===== src/rtl/dbba_pkg.sv =====
// Shared types and constants for the double-buffered bump allocator.
package dbba_pkg;

  localparam int SIZE_W          = 24;
  localparam int ALOG_W          = 4;
  localparam int ADDR_W          = 32;
  localparam int CAP_W           = 25;
  localparam int OFF_W           = 26;
  localparam int CNT_W           = 21;
  localparam int AMASK_W         = 16;
  localparam int NUM_BUF         = 2;
  localparam int BASE_ALIGN      = 16;
  localparam int BASE_ALIGN_LOG2 = 4;

  localparam int IN_DATA_W  = 32;
  localparam int OUT_DATA_W = 112;
  localparam int OUT_USED_W = ADDR_W + 1 + OFF_W + OFF_W + CNT_W;
  localparam int CFG_IDX_W  = 2;
  localparam int CFG_DATA_W = 32;

  localparam int Q_DEPTH = 2;
  localparam int QPTR_W  = $clog2(Q_DEPTH);
  localparam int QCNT_W  = $clog2(Q_DEPTH + 1);

  localparam logic [CAP_W-1:0] CAP_RESET = CAP_W'(1) << SIZE_W;

  typedef enum logic [CFG_IDX_W-1:0] {
    CFG_CAPACITY = 2'd0,
    CFG_BASE_A   = 2'd1,
    CFG_BASE_B   = 2'd2
  } cfg_reg_t;

  typedef enum logic [1:0] {
    ST_GRANT = 2'd0,
    ST_OOM   = 2'd1,
    ST_FRAME = 2'd2
  } status_t;

  typedef enum logic [1:0] {
    KIND_ALLOC  = 2'd0,
    KIND_FRAME  = 2'd1,
    KIND_REJECT = 2'd2
  } kind_t;

  // Decoded item handed from front to back.
  typedef struct packed {
    kind_t               kind;
    logic [OFF_W-1:0]    need;      // padded size
    logic                fits;      // need <= capacity
    logic [CAP_W-1:0]    cap_left;  // capacity - need, valid when fits
    logic [AMASK_W-1:0]  amask;     // alignment - 1
    logic [ADDR_W-1:0]   bpm_a;     // base a + amask
    logic [ADDR_W-1:0]   bpm_b;     // base b + amask
  } item_t;

endpackage


===== src/rtl/dbba_front.sv =====
// Front end: config registers, item intake and decode into a queue entry.
module dbba_front (
  input  logic                           clk,
  input  logic                           rst_n,
  input  logic                           cfg_we,
  input  logic [dbba_pkg::CFG_IDX_W-1:0] cfg_index,
  input  logic [dbba_pkg::CFG_DATA_W-1:0] cfg_wdata,
  input  logic                           in_tvalid,
  output logic                           in_tready,
  input  logic [dbba_pkg::IN_DATA_W-1:0] in_tdata,
  input  logic                           in_tuser,
  output logic                           f_valid,
  input  logic                           f_ready,
  output dbba_pkg::item_t                f_item
);
  import dbba_pkg::*;

  logic [CAP_W-1:0]  cap_r;
  logic [ADDR_W-1:0] base_a_r;
  logic [ADDR_W-1:0] base_b_r;

  logic   fv_r, fv_nxt;
  item_t  item_r, item_nxt;

  logic [SIZE_W-1:0]  size;
  logic [ALOG_W-1:0]  alog;
  logic [OFF_W-1:0]   rounded;
  logic [AMASK_W-1:0] pow;
  logic [OFF_W-1:0]   pad;
  logic               load;

  always_ff @(posedge clk) begin
    if (!rst_n) begin
      cap_r    <= CAP_RESET;
      base_a_r <= '0;
      base_b_r <= '0;
    end else if (cfg_we) begin
      unique case (cfg_index)
        CFG_CAPACITY: cap_r    <= cfg_wdata[CAP_W-1:0];
        CFG_BASE_A:   base_a_r <= cfg_wdata[ADDR_W-1:0];
        CFG_BASE_B:   base_b_r <= cfg_wdata[ADDR_W-1:0];
        default: ;
      endcase
    end
  end

  assign size      = in_tdata[SIZE_W-1:0];
  assign alog      = in_tdata[SIZE_W +: ALOG_W];
  assign in_tready = !fv_r || f_ready;
  assign load      = in_tvalid && in_tready;

  always_comb begin
    rounded = (OFF_W'(size) + OFF_W'(BASE_ALIGN - 1)) & ~OFF_W'(BASE_ALIGN - 1);
    pow     = AMASK_W'(1) << alog;
    pad     = (alog > ALOG_W'(BASE_ALIGN_LOG2)) ? OFF_W'(pow - AMASK_W'(BASE_ALIGN)) : '0;

    item_nxt.need     = rounded + pad;
    item_nxt.fits     = item_nxt.need <= OFF_W'(cap_r);
    item_nxt.cap_left = cap_r - item_nxt.need[CAP_W-1:0];
    item_nxt.amask    = pow - AMASK_W'(1);
    item_nxt.bpm_a    = base_a_r + ADDR_W'(item_nxt.amask);
    item_nxt.bpm_b    = base_b_r + ADDR_W'(item_nxt.amask);
    if (in_tuser)
      item_nxt.kind = KIND_FRAME;
    else if (CAP_W'(size) > cap_r)
      item_nxt.kind = KIND_REJECT;
    else
      item_nxt.kind = KIND_ALLOC;

    if (load)
      fv_nxt = 1'b1;
    else if (f_ready)
      fv_nxt = 1'b0;
    else
      fv_nxt = fv_r;
  end

  always_ff @(posedge clk) begin
    if (!rst_n)
      fv_r <= 1'b0;
    else
      fv_r <= fv_nxt;
  end

  always_ff @(posedge clk) begin
    if (load)
      item_r <= item_nxt;
  end

  assign f_valid = fv_r;
  assign f_item  = item_r;

endmodule


===== src/rtl/dbba_queue.sv =====
// Short queue of decoded items between front and back.
module dbba_queue (
  input  logic            clk,
  input  logic            rst_n,
  input  logic            push_valid,
  output logic            push_ready,
  input  dbba_pkg::item_t push_item,
  output logic            pop_valid,
  input  logic            pop_ready,
  output dbba_pkg::item_t pop_item
);
  import dbba_pkg::*;

  item_t              mem [Q_DEPTH];
  logic [QPTR_W-1:0]  wr_ptr_r, wr_ptr_nxt;
  logic [QPTR_W-1:0]  rd_ptr_r, rd_ptr_nxt;
  logic [QCNT_W-1:0]  cnt_r, cnt_nxt;
  logic               push, pop;

  assign push_ready = cnt_r != QCNT_W'(Q_DEPTH);
  assign pop_valid  = cnt_r != '0;
  assign push       = push_valid && push_ready;
  assign pop        = pop_valid && pop_ready;
  assign pop_item   = mem[rd_ptr_r];

  always_comb begin
    wr_ptr_nxt = wr_ptr_r;
    rd_ptr_nxt = rd_ptr_r;
    cnt_nxt    = cnt_r;
    if (push)
      wr_ptr_nxt = (wr_ptr_r == QPTR_W'(Q_DEPTH - 1)) ? '0 : wr_ptr_r + QPTR_W'(1);
    if (pop)
      rd_ptr_nxt = (rd_ptr_r == QPTR_W'(Q_DEPTH - 1)) ? '0 : rd_ptr_r + QPTR_W'(1);
    if (push && !pop)
      cnt_nxt = cnt_r + QCNT_W'(1);
    else if (pop && !push)
      cnt_nxt = cnt_r - QCNT_W'(1);
  end

  always_ff @(posedge clk) begin
    if (!rst_n) begin
      wr_ptr_r <= '0;
      rd_ptr_r <= '0;
      cnt_r    <= '0;
    end else begin
      wr_ptr_r <= wr_ptr_nxt;
      rd_ptr_r <= rd_ptr_nxt;
      cnt_r    <= cnt_nxt;
    end
  end

  always_ff @(posedge clk) begin
    if (push)
      mem[wr_ptr_r] <= push_item;
  end

endmodule


===== src/rtl/dbba_back.sv =====
// Back end: buffer state, offset bump, grant decision and result register.
module dbba_back (
  input  logic                            clk,
  input  logic                            rst_n,
  input  logic                            q_valid,
  output logic                            q_ready,
  input  dbba_pkg::item_t                 q_item,
  output logic                            out_tvalid,
  input  logic                            out_tready,
  output logic [dbba_pkg::OUT_DATA_W-1:0] out_tdata,
  output logic [1:0]                      out_tuser
);
  import dbba_pkg::*;

  logic               cur_r;
  logic [OFF_W-1:0]   fill_r  [NUM_BUF];
  logic [OFF_W-1:0]   peak_r  [NUM_BUF];
  logic [CNT_W-1:0]   tally_r [NUM_BUF];

  logic                  ov_r;
  logic [OUT_DATA_W-1:0] odata_r, odata_nxt;
  status_t               ouser_r, status_nxt;

  logic               pop;
  logic               idx;
  logic [OFF_W-1:0]   old, pk;
  logic [CNT_W-1:0]   tl;
  logic [OFF_W:0]     sum;
  logic [OFF_W-1:0]   sum_sat;
  logic               ok;
  logic [ADDR_W-1:0]  bsel, addr_t, granted;
  logic [OFF_W-1:0]   fill_new, peak_new;
  logic [CNT_W-1:0]   tally_new;
  logic [ADDR_W-1:0]  addr_new;

  assign q_ready = !ov_r || out_tready;
  assign pop     = q_valid && q_ready;

  always_comb begin
    // frame items work on the other buffer, which then becomes current
    idx     = (q_item.kind == KIND_FRAME) ? ~cur_r : cur_r;
    old     = fill_r[idx];
    pk      = peak_r[idx];
    tl      = tally_r[idx];
    sum     = {1'b0, old} + {1'b0, q_item.need};
    sum_sat = sum[OFF_W] ? '1 : sum[OFF_W-1:0];
    ok      = q_item.fits && (old <= OFF_W'(q_item.cap_left));
    bsel    = cur_r ? q_item.bpm_b : q_item.bpm_a;
    addr_t  = bsel + ADDR_W'(old);
    granted = addr_t & ~ADDR_W'(q_item.amask);

    fill_new   = old;
    peak_new   = pk;
    tally_new  = tl;
    addr_new   = '0;
    status_nxt = ST_OOM;
    unique case (q_item.kind)
      KIND_FRAME: begin
        fill_new   = '0;
        peak_new   = (old > pk) ? old : pk;
        tally_new  = '0;
        status_nxt = ST_FRAME;
      end
      KIND_ALLOC: begin
        fill_new = sum_sat;
        if (ok) begin
          tally_new  = (tl == '1) ? tl : tl + CNT_W'(1);
          addr_new   = granted;
          status_nxt = ST_GRANT;
        end
      end
      default: ;
    endcase

    odata_nxt = OUT_DATA_W'({tally_new, peak_new, fill_new, idx, addr_new});
  end

  always_ff @(posedge clk) begin
    if (!rst_n) begin
      cur_r <= 1'b0;
      for (int i = 0; i < NUM_BUF; i++) begin
        fill_r[i]  <= '0;
        peak_r[i]  <= '0;
        tally_r[i] <= '0;
      end
      ov_r <= 1'b0;
    end else begin
      if (pop) begin
        cur_r        <= idx;
        fill_r[idx]  <= fill_new;
        peak_r[idx]  <= peak_new;
        tally_r[idx] <= tally_new;
        ov_r         <= 1'b1;
      end else if (out_tready) begin
        ov_r <= 1'b0;
      end
    end
  end

  always_ff @(posedge clk) begin
    if (pop) begin
      odata_r <= odata_nxt;
      ouser_r <= status_nxt;
    end
  end

  assign out_tvalid = ov_r;
  assign out_tdata  = odata_r;
  assign out_tuser  = ouser_r;

endmodule


===== src/rtl/double_buffered_bump_allocator.sv =====
// Top level of the double-buffered bump allocator.
//
//   channel | dir | handshake             | payload
//   in_     | in  | in_tvalid/in_tready   | tuser: operation; tdata: size, align_log2
//   out_    | out | out_tvalid/out_tready | tuser: status; tdata: address .. grant_count
//   cfg_    | in  | cfg_we                | cfg_index, cfg_wdata
//
// One item per cycle sustained while out_tready holds; a result passes the front register,
// the queue and the result register. The back end's offset bump on each pop sets the rate.
// Reset (synchronous, rst_n low) clears both buffers and selects buffer zero;
// capacity returns to 2^24 and both bases to zero.
// A stalled output backs up the two-entry queue and then the front register.
module double_buffered_bump_allocator (
  input  logic                             clk,
  input  logic                             rst_n,
  input  logic                             cfg_we,
  input  logic [dbba_pkg::CFG_IDX_W-1:0]   cfg_index,
  input  logic [dbba_pkg::CFG_DATA_W-1:0]  cfg_wdata,
  input  logic                             in_tvalid,
  output logic                             in_tready,
  // [23:0] request_size, [27:24] align_log2, [31:28] zero
  input  logic [dbba_pkg::IN_DATA_W-1:0]   in_tdata,
  // [0] operation
  input  logic                             in_tuser,
  output logic                             out_tvalid,
  input  logic                             out_tready,
  // [31:0] address, [32] buffer_index, [58:33] used_bytes, [84:59] peak_bytes,
  // [105:85] grant_count, [111:106] zero
  output logic [dbba_pkg::OUT_DATA_W-1:0]  out_tdata,
  // [1:0] status
  output logic [1:0]                       out_tuser
);
  import dbba_pkg::*;

  logic  f_valid, f_ready;
  item_t f_item;
  logic  q_valid, q_ready;
  item_t q_item;

  dbba_front u_front (
    .clk       (clk),
    .rst_n     (rst_n),
    .cfg_we    (cfg_we),
    .cfg_index (cfg_index),
    .cfg_wdata (cfg_wdata),
    .in_tvalid (in_tvalid),
    .in_tready (in_tready),
    .in_tdata  (in_tdata),
    .in_tuser  (in_tuser),
    .f_valid   (f_valid),
    .f_ready   (f_ready),
    .f_item    (f_item)
  );

  dbba_queue u_queue (
    .clk        (clk),
    .rst_n      (rst_n),
    .push_valid (f_valid),
    .push_ready (f_ready),
    .push_item  (f_item),
    .pop_valid  (q_valid),
    .pop_ready  (q_ready),
    .pop_item   (q_item)
  );

  dbba_back u_back (
    .clk        (clk),
    .rst_n      (rst_n),
    .q_valid    (q_valid),
    .q_ready    (q_ready),
    .q_item     (q_item),
    .out_tvalid (out_tvalid),
    .out_tready (out_tready),
    .out_tdata  (out_tdata),
    .out_tuser  (out_tuser)
  );

endmodule


===== config.mk =====
export PLATFORM = sky130hd
export DESIGN_NAME = double_buffered_bump_allocator
export DESIGN_NICKNAME = d
export VERILOG_FILES = /design/src/rtl/dbba_pkg.sv /design/src/rtl/dbba_front.sv /design/src/rtl/dbba_queue.sv /design/src/rtl/dbba_back.sv /design/src/rtl/double_buffered_bump_allocator.sv
export SDC_FILE = /design/constraint.sdc
export NUM_CORES = 1
export LEC_CHECK = 0
export BUFFER_PORTS_ARGS = -buffer_cell sky130_fd_sc_hd__buf_2
export CORE_MARGIN = 5
export CORE_UTILIZATION = 62
export DETAILED_ROUTE_END_ITERATION = 16
export GPL_ROUTABILITY_DRIVEN = 0
export GPL_TIMING_DRIVEN = 0
export PLACE_DENSITY = 0.8
export SLEW_MARGIN = 10
export SYNTH_ARGS = -nofsm -noshare
export SYNTH_HDL_FRONTEND = slang
export SYNTH_SLANG_ARGS = --single-unit

===== constraint.sdc =====
create_clock -name clk -period 13 [get_ports clk]
set_input_delay 3.9 -clock clk [delete_from_list [all_inputs] [get_ports clk]]
set_output_delay 3.9 -clock clk [all_outputs]
set_load 0.02 [all_outputs]

==> impl_results.md, run 1 <==
- Status: complete, no violations
- Area of combinational cells with multiple inputs: 16100 µm²
- Highest net fanout along the worst path: 10
- Grt met3 use: 4.12%
- Min-delay worst type: flop to flop
- Placement row count: 91
- Post-route clock skew: 28.8 ps
- Number of clock buffers inserted by TritonCTS: 74
- Chip Width: 260 µm
- Number of cells after detailed placement: 4292
- Die area: 67700 µm²
- Total congestion overflow after global routing: 0
- Portion of the clock cycle consumed by the worst path in the final layout: 72.1%
- Start point of the worst hold path: u_front.f_item[45]
- Yosys warning count: 0
- Total number of vias: 27812
- Most frequent standard cell in the layout excluding fill and tap cells: sky130_fd_sc_hd__edfxtp_1
- Number of standard cells in the final layout excluding fillers: 4425
- Global router's overall resource usage: 29.3%
- Share of the yosys chip area belonging to registers: 55.7%
- Starting Density: 62.8%
- Number of antenna violations at the first check in global routing: 2
- Transition at the pin with the smallest max-transition slack: 1330 ps
- Number of maximum-capacitance constraint violations: 0
- Total detailed-routing wirelength: 101 mm
- Maximum resistive drop on vdd: 0.000103 V
- Number of buffers inserted by hold repair at cts: 0
- Number of buffers added on ports: 176
- Synthesis-to-finish area growth: 12.2%
- Router iterations before antenna repair: 8
- Mean number of vias per cell: 6.29
- Clock latency at the later pin of the worst-skew pair: 640 ps
- Count of final max-slew check failures: 0
- Yosys reg bits: 753
- Switching power as a share of total power: 37.6%
- Met2 GRT Util: 49.0%
- Share of post-route cells with drive strength above 1: 13.0%
- Data required time of the critical path: 13350 ps
- Antenna Violating Nets Remaining: 0
- Drc violations: 0
- Type of element launching the critical path: input port
- Fillers: 4148
- CTS clk-pin slew, worst paths: 60 ps
- Pwr Total: 9.08 mW
- Most used flip-flop cell after synthesis: sky130_fd_sc_hd__edfxtp_1
- Maximum buffer depth of the clock tree: 3
- Number of gates resized after CTS: 0
- Endpoint of the most critical register-to-register path: u_back.out_tdata[11]
- Cell area reported after detailed placement: 41200 µm²
- Number of H-tree branching levels: 3
- Count of boundary I/O pins: 188
- EDFF count, synth: 656
- Remaining max-slew budget at the tightest pin: 9.06%
- Leak Pwr: 16.9 nW
- Final Cell Area: 43600 µm²
- Clock tree from TritonCTS: built
- Final setup violation count: 0
- Total standard cell area after synthesis: 38800 µm²
- Commonest cells after routing, fill and taps aside: sky130_fd_sc_hd__edfxtp_1 (656), sky130_fd_sc_hd__nand2_1 (308), sky130_fd_sc_hd__nor2_1 (271), sky130_fd_sc_hd__ha_1 (236), sky130_fd_sc_hd__buf_2 (190)
- Cells on Worst Hold Path: 0
- Unrepaired setup endpoints after global routing: false
- Busiest layer in global routing: met2
- Async set or reset register ratio after synthesis: 0%
- CP Capture Type: flop
- Flop2flop setup slack: 5960 ps
- Worst reg2reg path depth: 18
- Met1 track demand over resource in global routing: 38.4%
- CP arrival: 9720 ps
- Achievable frequency: 107 MHz
- Area of all sequential standard cells: 21600 µm²
- Pin count of the biggest net entering global routing: 67
- Via count of the first global-routing pass: 27250
- Flop pwr share: 36.7%
- Final Hold Viols: 0
- Total Nets Final: 3845
- Ratio of total power to cell area: 208 nW/µm²
- Logic pwr share: 39.7%
- Mean area per synthesized cell: 11.9 µm²
- Avg WL per Cell: 22.8 µm
- Count of antenna diodes in the layout: 0
- Internal power: 5.67 mW
- Setup CP Type: input port to flop
- Worst Hold End: u_queue.mem[0][45]
- TritonCTS Sinks: 753
- Final critical-path required period: 9370 ps
- Setup fix buffers added after clock tree synthesis: 0
- Die Y: 260 µm
- Wire length of the first global-routing pass: 154 mm
- Net load switching power: 3.41 mW
- Distinct cells, synth: 93
- Instance count of the mapped netlist: 3255
- Clock power frac: 23.6%
- Half-perimeter wire length after detailed placement: 73.4 mm
- Drt first-iter violations: 3544
- Placeable core region: 61800 µm²
- Clock tree root buffer cell: sky130_fd_sc_hd__clkbuf_16
==> state kept, by name, summed over array words and instances, names as in the netlist, 25 cells and up, named ones only <==
register and flops:
u_back.fill_r 52, u_back.out_tdata 106, u_back.peak_r 52, u_back.tally_r 42
u_front.base_a_r 32, u_front.base_b_r 32, u_front.cap_r 25, u_front.f_item 134
u_queue.mem 268
==> critical path, stage by stage <==
cell and delay, ps:
sky130_fd_sc_hd__buf_2 290, sky130_fd_sc_hd__clkbuf_1 420, sky130_fd_sc_hd__nor2_1 100, sky130_fd_sc_hd__nand2_1 140, sky130_fd_sc_hd__ha_1 310, sky130_fd_sc_hd__nor2_1 100, sky130_fd_sc_hd__a32o_1 300, sky130_fd_sc_hd__ha_1 360
sky130_fd_sc_hd__a2111oi_0 380, sky130_fd_sc_hd__o21ai_0 240, sky130_fd_sc_hd__a221oi_1 430, sky130_fd_sc_hd__o21bai_1 110, sky130_fd_sc_hd__a21oi_1 190, sky130_fd_sc_hd__xnor2_1 210, sky130_fd_sc_hd__ha_1 300, sky130_fd_sc_hd__clkbuf_1 190
sky130_fd_sc_hd__and4b_1 260, sky130_fd_sc_hd__a311oi_1 230, sky130_fd_sc_hd__o21ai_0 110, sky130_fd_sc_hd__a221oi_1 320, sky130_fd_sc_hd__o311a_1 300, sky130_fd_sc_hd__o21bai_1 110, sky130_fd_sc_hd__a31oi_1 250, sky130_fd_sc_hd__xnor2_1 160
==> per-layer routing <==
layer	wire, µm	vias to the layer above
li1	-	12537
met5	13	-
met3	8750	304
met2	48300	1531
met4	4960	2
met1	38700	13438
==> per-stage QoR <==
stage / hold WS [ps] / setup WS [ps] / util [%] / setup TNS, ps
floorplan: 421 / 874 / - / 0
global placement: 424 / -2780 / 66.0 / -411300
detailed placement: 430 / 3160 / 66.6 / 0
CTS: 440 / 3830 / 70.5 / 0
global route: 459 / 3270 / 70.5 / 0
finish: 439 / 3630 / 70.5 / 0
==> power by group through the flow <==
stage | sequential [mW] | clock, mW | combinational (mW)
4_1_cts | 3.33 | 2.16 | 3.53
6_report | 3.34 | 2.14 | 3.60
3_3_place_gp | 3.44 | 0 | 3.29
5_1_grt | 3.37 | 2.27 | 3.85
2_1_floorplan | 3.58 | 0 | 2.23
3_5_place_dp | 3.38 | 0 | 3.48
==> Yosys cell counts, types with 9 or more instances <==
master                      instances  area (µm²)
sky130_fd_sc_hd__dfxtp_1           97        1940
sky130_fd_sc_hd__a211oi_1          16         120
sky130_fd_sc_hd__or2_2              9        56.3
sky130_fd_sc_hd__nand2_1          310        1160
sky130_fd_sc_hd__o22ai_1           12        75.1
sky130_fd_sc_hd__clkbuf_1          90         338
sky130_fd_sc_hd__a21boi_0          93         698
sky130_fd_sc_hd__xnor2_1          128        1120
sky130_fd_sc_hd__a31oi_1           26         163
sky130_fd_sc_hd__o31ai_1           13        97.6
sky130_fd_sc_hd__mux2_2            51         574
sky130_fd_sc_hd__o211ai_1          14         105
sky130_fd_sc_hd__ha_1             236        2950
sky130_fd_sc_hd__nand2b_1          20         125
sky130_fd_sc_hd__edfxtp_1         656       19700
sky130_fd_sc_hd__a21o_1            60         450
sky130_fd_sc_hd__and4_1            10        87.6
sky130_fd_sc_hd__mux4_2            32         721
sky130_fd_sc_hd__a2111oi_0         16         140
sky130_fd_sc_hd__a21oi_1          127         636
sky130_fd_sc_hd__and2_1            39         244
sky130_fd_sc_hd__nor2_1           273        1020
sky130_fd_sc_hd__xor2_1            74         648
sky130_fd_sc_hd__nor3_1            58         290
sky130_fd_sc_hd__nand4_1           48         300
sky130_fd_sc_hd__mux2i_1          101        1010
sky130_fd_sc_hd__o21bai_1          12        90.1
sky130_fd_sc_hd__inv_1            172         646
sky130_fd_sc_hd__nor2b_1           33         206
sky130_fd_sc_hd__and3_1            36         225
sky130_fd_sc_hd__nand3_1           65         325
sky130_fd_sc_hd__or3_1             10        62.6
sky130_fd_sc_hd__buf_1             10        37.5
sky130_fd_sc_hd__o21a_1            28         210
sky130_fd_sc_hd__o21ai_0           95         475
sky130_fd_sc_hd__buf_2             14        70.1
==> cells by family after synthesis <==
family / Yosys count / synth area share [%]
and+or+nand+nor: 954 / 11.6
muxes: 187 / 6.08
DFF: 753 / 55.7
AOI/OAI and AO/OA: 616 / 11.0
adders and majority gates: 242 / 7.92
xor gates and xnor gates: 202 / 4.56
other: 2 / 0.0193
buffers and inverters: 299 / 3.05
==> layout make-up <==
| class | count | share of cell area (%) |
|---|---|---|
| flip-flops and latches | 753 | 49.7 |
| multi-input cells | 2213 | 36.9 |
| clock buffers | 93 | 4.51 |
| repair buffers | 190 | 2.80 |
| well taps | 837 | 2.40 |
| inverters | 175 | 1.51 |
| plain buffers | 124 | 1.21 |
| clock inverters | 40 | 0.973 |
==> worst max-delay path by stage <==
stage,startpoint,endpoint,slack (ps),cells past startpoint
global route,in_tdata[27],u_front.f_item[103],3270,24
global placement,out_tready,u_back.peak_r[0][7],-2780,6
finish,in_tdata[27],u_front.f_item[103],3630,24
CTS,in_tdata[27],u_front.f_item[103],3830,24
detailed placement,in_tdata[27],u_front.f_item[103],3160,24
floorplan,out_tready,u_back.fill_r[0][0],870,5
No activity file was read; power rests on OpenSTA's default activity.
==> run 2: changes to the inputs <==
- clock period: 13 -> 8.8 ns (I/O delays scaled with it)
==> run 2 against run 1 <==
  * Cell count grew 0.11%
  * Sequential cell count did not move
  * Critical endpoint unchanged
  * Clock skew hardly changed
  * Design area about the same
  * Die area unchanged
  * Count of clock-buffer cells in the layout fell by 1
  * Combinational power up 46%
  * Highest routed layer is now met4
==> impl_results.md, run 2 (same netlist as run 1, synthesis figures left out) <==
- Status: complete, no violations
- Number of maximum-capacitance constraint violations: 0
- Synthesis-to-finish area growth: 12.3%
- Clock tree root buffer cell: sky130_fd_sc_hd__clkbuf_16
- Cells on Worst Hold Path: 0
- Clock tree from TritonCTS: built
- Number of standard cells in the final layout excluding fillers: 4430
- Count of final max-slew check failures: 0
- Flop2flop setup slack: 1790 ps
- Number of cells after detailed placement: 4292
- Mean number of vias per cell: 6.25
- Half-perimeter wire length after detailed placement: 72.9 mm
- Remaining max-slew budget at the tightest pin: 14.1%
- Critical path, cell by cell: buf_2 > clkbuf_1 > nor2_1 > nand2_1 > ha_1 > nor2_1 > a32o_1 > ha_1 > a2111oi_0 > nor3_1 > a221oi_1 > o21bai_1 > a21oi_1 > xnor2_1 > ha_1 > clkbuf_1 > and4b_1 > a311oi_1 > o21ai_0 > a221oi_1 > o311a_1 > o21bai_1 > a31oi_1 > xnor2_1
- Highest net fanout along the worst path: 10
- Number of buffers added on ports: 176
- Unrepaired setup endpoints after global routing: false
- Number of clock buffers inserted by TritonCTS: 75
- Kind of cell with the highest combined delay on the critical path: compound AO/OA/AOI/OAI gates
- Transition at the pin with the smallest max-transition slack: 1290 ps
- Commonest cells after routing, fill and taps aside: sky130_fd_sc_hd__edfxtp_1 (656), sky130_fd_sc_hd__nand2_1 (308), sky130_fd_sc_hd__nor2_1 (271), sky130_fd_sc_hd__ha_1 (236), sky130_fd_sc_hd__buf_2 (190)
- Chip Width: 260 µm
- Start point of the worst hold path: u_front.f_item[45]
- Internal power: 8.36 mW
- Hold Slack: 444 ps
- Final setup violation count: 0
- Pin count of the biggest net entering global routing: 63
- Final critical-path required period: 8260 ps
- Setup CP Type: input port to flop
- Number of antenna violations at the first check in global routing: 3
- Drt first-iter violations: 3266
- Count of boundary I/O pins: 188
- Net load switching power: 5.01 mW
- Avg WL per Cell: 22.4 µm
- Max reg flops: 268
- Placement row count: 91
- Total Nets Final: 3846
- Clock latency at the later pin of the worst-skew pair: 630 ps
- Starting Density: 62.8%
- Number of H-tree branching levels: 3
- CP Capture Type: flop
- CP arrival: 8650 ps
- Maximum buffer depth of the clock tree: 3
- Ratio of total power to cell area: 307 nW/µm²
- Cell area reported after detailed placement: 41200 µm²
- Via count of the first global-routing pass: 27579
- Post-route clock skew: 28.8 ps
- Placeable core region: 61800 µm²
- Count of antenna diodes in the layout: 0
- Final Core Density: 70.5%
- Antenna Violating Nets Remaining: 0
- Endpoint of the most critical register-to-register path: u_back.out_tdata[11]
- CTS clk-pin slew, worst paths: 60 ps
- Total congestion overflow after global routing: 0
- Share of post-route cells with drive strength above 1: 13.1%
- TritonCTS Sinks: 753
- Buffers and inverters on the worst path: 3
- Logic pwr share: 39.4%
- Global router's overall resource usage: 29.0%
- Leak Pwr: 16.9 nW
- Worst reg2reg path depth: 18
- Total number of vias: 27708
- Register with the most flip-flops: u_queue.mem
- Flop pwr share: 36.8%
- Most frequent standard cell in the layout excluding fill and tap cells: sky130_fd_sc_hd__edfxtp_1
- Switching power as a share of total power: 37.5%
- Maximum resistive drop on vdd: 0.000144 V
- Die area: 67700 µm²
- Final Hold Viols: 0
- Achievable frequency: 121 MHz
- Type of element launching the critical path: input port
- Setup fix buffers added after clock tree synthesis: 0
- Total detailed-routing wirelength: 99.0 mm
- Number of buffers inserted by hold repair at cts: 0
- Data required time of the critical path: 9200 ps
- Most common cell type on the critical path: sky130_fd_sc_hd__ha_1
- Slowest cell delay on critical path: 580 ps
- Portion of the clock cycle consumed by the worst path in the final layout: 93.8%
- Cell with the biggest individual delay on the critical path: sky130_fd_sc_hd__a2111oi_0
- Die Y: 260 µm
- Min-delay worst type: flop to flop
- Fillers: 4069
- Wire length of the first global-routing pass: 153 mm
- Number of gates resized after CTS: 0
- Worst Hold End: u_queue.mem[1][45]
- Final Cell Area: 43600 µm²
- Router iterations before antenna repair: 10
- Clock power frac: 23.7%
- Drc violations: 0
[run 2: power by group through the flow]
stage          Clock (mW)  Sequential (mW)  Combinational (mW)
3_5_place_dp            0             4.99                5.12
3_3_place_gp            0             5.05                4.86
2_1_floorplan           0             5.27                3.29
6_report             3.17             4.93                5.27
4_1_cts              3.19             4.92                5.18
5_1_grt              3.35             4.97                5.68
[run 2: how the worst max path moves through the flow]
stage,cells past startpoint,slack (ps),end,startpoint
after floorplan,5,90,u_back.fill_r[0][0],out_tready
after global placement,6,-2570,u_back.peak_r[0][7],out_tready
after detailed placement,24,150,u_front.f_item[103],in_tdata[27]
after CTS,24,770,u_front.f_item[103],in_tdata[27]
after global routing,24,300,u_front.f_item[103],in_tdata[27]
final,24,540,u_front.f_item[103],in_tdata[27]
[run 2: worst reg2reg max path: stages, from the launching register on]
cell                        delay (ps)
sky130_fd_sc_hd__dfxtp_1           320
sky130_fd_sc_hd__buf_6             160
sky130_fd_sc_hd__mux2i_4           530
sky130_fd_sc_hd__o21ai_4           120
sky130_fd_sc_hd__nand2_2           140
sky130_fd_sc_hd__buf_2             290
sky130_fd_sc_hd__buf_2             320
sky130_fd_sc_hd__buf_2             410
sky130_fd_sc_hd__mux2i_1           390
sky130_fd_sc_hd__inv_1             240
sky130_fd_sc_hd__ha_1              380
sky130_fd_sc_hd__a21o_1            190
sky130_fd_sc_hd__a21o_1            180
sky130_fd_sc_hd__a211oi_1          280
sky130_fd_sc_hd__o211ai_1          330
sky130_fd_sc_hd__a2111oi_4         500
sky130_fd_sc_hd__or2_2             230
sky130_fd_sc_hd__nand3_1           470
sky130_fd_sc_hd__a2111oi_1        1170
[run 2: cell type report]
type / instances / area [µm²] / area share, %
multi-input cells: 2213 / 16100 / 36.9
inverters: 175 / 657 / 1.51
flip-flops and latches: 753 / 21600 / 49.7
repair buffers: 190 / 1200 / 2.75
clock buffers: 92 / 1980 / 4.55
well taps: 837 / 1050 / 2.40
clock inverters: 46 / 439 / 1.01
plain buffers: 124 / 528 / 1.21
[run 2: layer usage]
layer  GRT usage [%]  vias up  routed length (µm)
met5               0        -                   0
met4            12.7        0                4520
met3            3.99      299                8570
met2            49.0     1527               47900
met1            37.8    13325               38000
li1                -    12557                   -
[run 2: metrics by stage]
stage | worst slack (ps) | setup TNS (ps) | total power, mW
6_report | 543 | 0 | 13.4
5_1_grt | 303 | 0 | 14.0
4_1_cts | 770 | 0 | 13.3
3_5_place_dp | 148 | 0 | 10.1
3_3_place_gp | -2570 | -470260 | 9.91
2_1_floorplan | 91.9 | 0 | 8.56
